### src/design/swm_pkg.sv
`default_nettype none

package swm_pkg;

  localparam int MAX_WINDOW_DEF   = 64;
  localparam int SAMPLE_WIDTH_DEF = 32;
  localparam int CFG_W            = 7;

  typedef enum logic [1:0] {
    OP_HOLD,
    OP_AGE,
    OP_COMPACT,
    OP_INSERT
  } cell_op_t;

  typedef struct packed {
    cell_op_t op;
    logic     take_right;
  } cell_ctl_t;

  typedef enum logic [2:0] {
    ST_IDLE,
    ST_COMPACT,
    ST_INSERT,
    ST_SELECT,
    ST_EMIT
  } state_t;

  function automatic int age_width(input int depth);
    age_width = (depth > 1) ? $clog2(depth) : 1;
  endfunction

endpackage

`default_nettype wire

### src/design/swm_cell.sv
`default_nettype none

module swm_cell #(
  parameter int SAMPLE_WIDTH = 32,
  parameter int AGE_W        = 6
) (
  input  logic                           clk,
  input  logic                           rst_n,
  input  swm_pkg::cell_ctl_t             ctl,
  input  logic signed [SAMPLE_WIDTH-1:0] x,
  input  logic        [AGE_W-1:0]        lenm1,
  input  logic signed [SAMPLE_WIDTH-1:0] left_val,
  input  logic        [AGE_W-1:0]        left_age,
  input  logic                           left_v,
  input  logic                           left_gt,
  input  logic signed [SAMPLE_WIDTH-1:0] right_val,
  input  logic        [AGE_W-1:0]        right_age,
  input  logic                           right_v,
  output logic signed [SAMPLE_WIDTH-1:0] val,
  output logic        [AGE_W-1:0]        age,
  output logic                           v,
  output logic                           gt
);
  import swm_pkg::*;

  logic signed [SAMPLE_WIDTH-1:0] val_r, val_nxt;
  logic        [AGE_W-1:0]        age_r, age_nxt;
  logic                           v_r, v_nxt;

  assign gt  = v_r && (val_r > x);
  assign val = val_r;
  assign age = age_r;
  assign v   = v_r;

  always_comb begin
    val_nxt = val_r;
    age_nxt = age_r;
    v_nxt   = v_r;
    unique case (ctl.op)
      OP_HOLD: begin
      end
      OP_AGE: begin
        // entries too old for the window leave, the rest grow older
        if (v_r) begin
          if (age_r >= lenm1) begin
            v_nxt = 1'b0;
          end else begin
            age_nxt = age_r + 1'b1;
          end
        end
      end
      OP_COMPACT: begin
        if (ctl.take_right) begin
          val_nxt = right_val;
          age_nxt = right_age;
          v_nxt   = right_v;
        end
      end
      OP_INSERT: begin
        if (left_gt) begin
          val_nxt = left_val;
          age_nxt = left_age;
          v_nxt   = 1'b1;
        end else if ((!v_r || gt) && left_v) begin
          val_nxt = x;
          age_nxt = '0;
          v_nxt   = 1'b1;
        end
      end
    endcase
  end

  always_ff @(posedge clk) begin
    if (!rst_n) begin
      v_r <= 1'b0;
    end else begin
      v_r <= v_nxt;
    end
  end

  always_ff @(posedge clk) begin
    val_r <= val_nxt;
    age_r <= age_nxt;
  end

endmodule

`default_nettype wire

### config.mk
export PLATFORM = sky130hd
export DESIGN_NAME = swm_cell
export DESIGN_NICKNAME = d
export VERILOG_FILES = /design/src/design/swm_pkg.sv /design/src/design/swm_cell.sv
export SDC_FILE = /design/constraint.sdc
export NUM_CORES = 1
export LEC_CHECK = 0
export ABC_CLOCK_PERIOD_IN_PS = 15100
export CAP_MARGIN = 30
export CORE_UTILIZATION = 41
export CTS_CLUSTER_SIZE = 8
export DETAILED_ROUTE_END_ITERATION = 7
export DONT_BUFFER_PORTS = 1
export PLACE_DENSITY = 0.67
export SYNTH_ARGS = -nofsm -noshare
export SYNTH_HDL_FRONTEND = slang
export SYNTH_SLANG_ARGS = --single-unit
### constraint.sdc
create_clock -name clk -period 15.1 [get_ports clk]
set_input_delay 3.02 -clock clk [delete_from_list [all_inputs] [get_ports clk]]
set_output_delay 3.02 -clock clk [all_outputs]
set_load 0.02 [all_outputs]
==> results of run 1 <==
[per-layer routing]
layer / vias to the layer above / track usage [%] / wire [um]
li1: 1196 / - / -
met1: 1062 / 22.2 / 3140
met2: 112 / 31.3 / 3460
met3: 2 / 5.22 / 582
met4: 0 / 3.96 / 34
met5: - / 0 / 0
[power groups by stage]
| stage | registers (mW) | clock network [mW] | logic (mW) |
|---|---|---|---|
| detailed placement | 0.151 | 0 | 0.0557 |
| global route | 0.149 | 0.0776 | 0.0644 |
| finish | 0.148 | 0.0707 | 0.0554 |
| CTS | 0.148 | 0.0725 | 0.0560 |
| floorplan | 0.148 | 0 | 0.0462 |
| global placement | 0.151 | 0 | 0.0529 |
[stage by stage]
stage | power, mW | hold WS (ns)
finish | 0.274 | 0.677
global route | 0.291 | 0.716
CTS | 0.277 | 0.681
detailed placement | 0.206 | 0.663
global placement | 0.204 | 0.658
floorplan | 0.195 | 0.592
[flip-flops by register name, summed over array words and instances (netlist names)]
register,flops
val,32
age,6
v,1
[critical path, cell delays in order]
cell,delay [ns]
inv_1,0.02
ha_1,0.30
nand4_1,0.17
or4_1,0.57
a21o_1,0.18
a31oi_1,0.17
o21ai_1,0.15
nor2_1,0.37
[logic make-up (layout without fill, tap and decap cells)]
logic type      after synthesis  count (layout)  synth area share, %
simple gates                 86              86                 12.8
fa+ha+maj                    39              39                 15.9
compound gates               82              82                 14.9
mux                          32              32                 10.4
xor+xnor                      4               4                 1.14
flops                        39              39                 37.9
buf+inv                      56              53                 6.94
[placed cells by master, fill, tap and decap left out, drive strengths merged, types with 2 or more instances in the layout]
master,Yosys,layout
ha,39,39
clkinv,0,2
inv,42,42
nand2,12,12
nor2,43,43
clkbuf,6,6
a31oi,5,5
nand4,7,7
a21oi,56,56
o211ai,2,2
edfxtp,38,38
xnor2,3,3
nand3,8,8
mux2i,32,32
a311oi,4,4
nor2b,9,9
buf,8,2
a21o,2,2
o21ai,9,9
nand2b,4,4
[path summary, 6_finish.rpt]
kind | to | slack (ns) | startpoint
worst max-delay path | gt | 7.13 | x[14]
worst min-delay path | v$_SDFFE_PN0P_ | 0.68 | v$_SDFFE_PN0P_
worst max register to register | val[15]$_DFFE_PP_ | 11.40 | val[14]$_DFFE_PP_
worst min register to register | v$_SDFFE_PN0P_ | 0.68 | v$_SDFFE_PN0P_
[cell type report]
cell class / instances / area (sq um)
Fill cell: 726 / 3980
Tap cell: 99 / 124
Clock buffer: 5 / 68.8
Clock inverter: 3 / 15.0
Sequential cell: 39 / 1160
Multi-Input combinational cell: 243 / 1710
Inverter: 42 / 158
Timing Repair Buffer: 3 / 32.5
==> reports/results.ini, run 1 <==
[outcome]
status = finished, final reports clean

[critical_path]
crit_path_end_kind = primary output
cp-start-kind = primary input
worstPathMaxFanout = 3
required_ns = 12.08
reg2regPathDepth = 8
crit_type = in2out
crit_arrival_ns = 4.95

[global_routing]
grt_usage_pct = 18.0
antenna_found_initial = 0
grt_pass1_wl_mm = 10.6
grt_pass1_vias = 2197
grt_max_degree = 41
gr-total-overflow = 0

[detailed_routing]
dr.pass1.iters = 4
drc_errors = 0
vias = 2372
drt_iter0_drc = 61
totalWireLength_mm = 7.22
wl_per_cell_um = 16.6
detail-route-antenna-nets = 0
viasPerCell = 5.47

[timing]
fin_setup_tns_ns = 0
hold_violations = 0
finalCriticalPeriod_ns = 7.97
finalMaxSlewViolations = 0
worstMarginPinSlew_ns = 0.950
finalClockSkew_ns = 0.00481
max_freq_mhz = 125
max_slew_margin_pct = 36.7
rsz0062_at_grt = no
post-route-period-util_pct = 52.8
setup_slack_ns = 7.13
setup-violations-final = 0

[layout]
layoutNonFillerInstCount = 434
antenna_cells = 0
finalNetCount = 495
postLayoutCoreUtil_pct = 45.1
drive_gt1_share_pct = 3.58
finalInstanceArea_sq_um = 3270
area_growth_pct = 6.65

[logic_synthesis]
netlist_area_sq_um = 3070
synthTopCellsByCount = a21oi_1 (56), nor2_1 (43), inv_1 (42)
synth_edf_count = 38
synth_most_common_cell = a21oi_1
netlist_top_cells_area = edfxtp_1 (37%), ha_1 (16%), mux2i_1 (10%)
synthFlopType = edfxtp_1
async_flop_share_pct = 0
syn_avg_cell_area_sq_um = 9.07
synthDistinctLibCells = 30
syn_inst = 338
ys.warnings.count = 0
synth_top_cell_by_area = edfxtp_1
yosys_register_bits = 39
synth_fp_nets = 499
yosysTopAreaCellShare_pct = 37.2
yosysSeqAreaShare_pct = 37.9

[floorplan]
initial_core_util_pct = 42.3
die-height_um = 88.5
num_rows = 31
dieArea_sq_um = 7830
coreArea_sq_um = 7250
io_pins = 162
die_width_um = 88.5

[clock_tree]
cts_tree = yes
numCtsBuffers = 5
ctsResizeCount = 0
insertion_delay_ns = 0.29
clk_pin_slew_ns = 0.08
clockRootBuffer = clkbuf_8
cts_setup_buffers = 0
h-tree-depth = 2
clockBufferDepth = 2
cts.sinks = 39
holdBufCountCts = 0

[power]
powerDensity_nw_per_um2 = 83.9
swShare_pct = 31.9
p_comb_share_pct = 20.2
p_clk_share_pct = 25.8
p_leak_nw = 1.42
pwr-share-seq_pct = 54.1
p_int_mw = 0.187
p_sw_mw = 0.0875
ir_worst_vdd_v = 0.0000469

[placement]
gp_congestion = 0.739
placed_cell_area_sq_um = 3180
dp_cells = 425
io_buffers = 0
hpwl_mm = 5.73
pre_cts_ws_ns = 7.14

[worst_hold_path]
holdPathStages = 2
hp-class = reg2reg

[run]
cap_violations = 0

(Power assumes the default switching activity.)
==> run 2: changes to the inputs <==
--- a/config.mk
+++ b/config.mk
@@ -5,7 +5,7 @@
 export SDC_FILE = /design/constraint.sdc
 export NUM_CORES = 1
 export LEC_CHECK = 0
-export ABC_CLOCK_PERIOD_IN_PS = 15100
+export ABC_CLOCK_PERIOD_IN_PS = 8200
 export CAP_MARGIN = 30
 export CORE_UTILIZATION = 41
 export CTS_CLUSTER_SIZE = 8
==> constraint.sdc (replaced) <==
create_clock -name clk -period 8.2 [get_ports clk]
set_input_delay 1.64 -clock clk [delete_from_list [all_inputs] [get_ports clk]]
set_output_delay 1.64 -clock clk [all_outputs]
set_load 0.02 [all_outputs]
==> reports/results.ini, run 2 (synthesis gave the netlist of run 1 again) <==
[detailed_routing]
dr.pass1.iters = 4  ; unchanged
totalWireLength_mm = 7.21  ; -0.18%
drc_errors = 0  ; unchanged
detail-route-antenna-nets = 0  ; unchanged
viasPerCell = 5.52  ; +0.97%
drt_iter0_drc = 51  ; -16%
vias = 2395  ; +0.97%
wl_per_cell_um = 16.6  ; -0.18%

[placement]
io_buffers = 0  ; unchanged
gp_congestion = 0.738  ; about the same
hpwl_mm = 5.72  ; -0.16%

[critical_path]
cp_slowest_cell = or4_1
cp_top_family = simple AND/OR/NAND/NOR gates
worstPathMaxFanout = 3  ; unchanged
r2r_end = val[15]$_DFFE_PP_
reg2reg_slack_ns = 4.53  ; -6.87 ns
crit_cells = 8  ; unchanged
crit_arrival_ns = 3.56  ; -1.39 ns
crit_type = in2out
cp-start-kind = primary input
crit_buf_inv = 1  ; unchanged
cpPeakStageDelay_ns = 0.57  ; about the same
crit_path_cell_trace = inv_1, ha_1, nand4_1, or4_1, a21o_1, a31oi_1, o21ai_1, nor2_1
required_ns = 6.56  ; -5.52 ns
r2r_start = val[15]$_DFFE_PP_
crit_path_end_kind = primary output
reg2regPathDepth = 8  ; unchanged

[layout]
antenna_cells = 0  ; unchanged
area_growth_pct = 6.65  ; unchanged
drive_gt1_share_pct = 3.58  ; unchanged
largest_register_ff_count = 32  ; unchanged
layout_commonest_cell = a21oi_1
finalNetCount = 495  ; unchanged
layout_common_cells = a21oi_1 (56), nor2_1 (43), inv_1 (42), ha_1 (39), edfxtp_1 (38)

[timing]
worstMarginPinSlew_ns = 0.932  ; -0.0177 ns
finalClockSkew_ns = 0.00542  ; +0.000614 ns
max_freq_mhz = 192
rsz0062_at_grt = no
finalMaxSlewViolations = 0  ; unchanged
setup-violations-final = 0  ; unchanged
whs_ns = 0.681  ; +0.00417 ns
finalCriticalPeriod_ns = 5.20
fin_setup_tns_ns = 0  ; unchanged
max_slew_margin_pct = 37.8  ; +1.2 points
hold_violations = 0  ; unchanged
post-route-period-util_pct = 63.4

[floorplan]
die_width_um = 88.5  ; unchanged
io_pins = 162  ; unchanged
die-height_um = 88.5  ; unchanged
coreArea_sq_um = 7250  ; unchanged
dieArea_sq_um = 7830  ; unchanged
initial_core_util_pct = 42.3  ; unchanged
num_rows = 31  ; unchanged

[global_routing]
grt_pass1_wl_mm = 10.7  ; +0.65%
grt_max_degree = 41  ; unchanged
antenna_found_initial = 0  ; unchanged
gr-total-overflow = 0  ; unchanged
grt_usage_pct = 18.1  ; +0.099 points
grt_pass1_vias = 2203  ; +0.27%

[clock_tree]
clk_pin_slew_ns = 0.08  ; about the same
numCtsBuffers = 5  ; unchanged
ctsResizeCount = 0  ; unchanged
cts_setup_buffers = 0  ; unchanged
clockRootBuffer = clkbuf_8
cts_tree = yes
insertion_delay_ns = 0.29  ; about the same
h-tree-depth = 2  ; unchanged
cts.sinks = 39  ; unchanged
holdBufCountCts = 0  ; unchanged
clockBufferDepth = 2  ; unchanged

[worst_hold_path]
holdPathStages = 2  ; unchanged
hp-class = reg2reg
hp-start = v$_SDFFE_PN0P_
hold_end = v$_SDFFE_PN0P_

[power]
finalPower_mw = 0.505  ; +84%
p_leak_nw = 1.42  ; unchanged
powerDensity_nw_per_um2 = 154  ; +84%
ir_worst_vdd_v = 0.0000641  ; +37%

[outcome]
status = finished, final reports clean

[run]
cap_violations = 0  ; unchanged

-- run 2: worst min-delay path, delay by kind of cell, from the launching register on --
| kind | cells | cell delay, ns |
|---|---|---|
| DFF | 1 | 0.45 |
| and+or+nand+nor | 2 | 0.18 |
-- run 2: worst max-delay path by stage --
| stage | slack [ns] | to | start |
|---|---|---|---|
| after CTS | 2.99 | gt | x[14] |
| after detailed placement | 2.99 | gt | x[14] |
| after floorplan | 2.05 | val[0]$_DFFE_PP_ | x[14] |
| after global placement | 3.05 | gt | x[14] |
| after global routing | 2.91 | gt | x[14] |
| final | 3.00 | gt | x[15] |
-- run 2: metrics by stage --
step                utilization [%]  cell area [sq um]  std cells  worst slack, ns
floorplan                         -               3070        338             2.05
global placement               43.6               3160        424             3.05
detailed placement             43.9               3180        425             2.99
CTS                            45.0               3260        433             2.99
global route                   45.1               3270        434             2.91
finish                         45.1               3270        434             3.00
-- run 2: final cells by class --
cell class	instances	area [sq um]
sequential	39	1160
fill	735	3980
inverter	42	158
clock buffer	5	68.8
clock inverter	3	15.0
tap	99	124
timing repair buffer	3	32.5
multi-input combinational	243	1710
-- run 2: per-layer routing --
| metal | up-vias | part of all wire [%] | GRT usage, % |
|---|---|---|---|
| li1 | 1196 | - | - |
| met3 | 2 | 8.1 | 5.22 |
| met4 | 0 | 0.47 | 4.25 |
| met2 | 110 | 48 | 30.8 |
| met1 | 1087 | 44 | 22.7 |
| met5 | - | 0 | 0 |
-- run 2: report_power, final --
group	switching, mW	internal (mW)	leakage (nW)
clock network	0.0721	0.0579	0.0392
registers	0.0328	0.240	0.368
logic	0.0560	0.0459	1.01
total	0.161	0.344	1.42
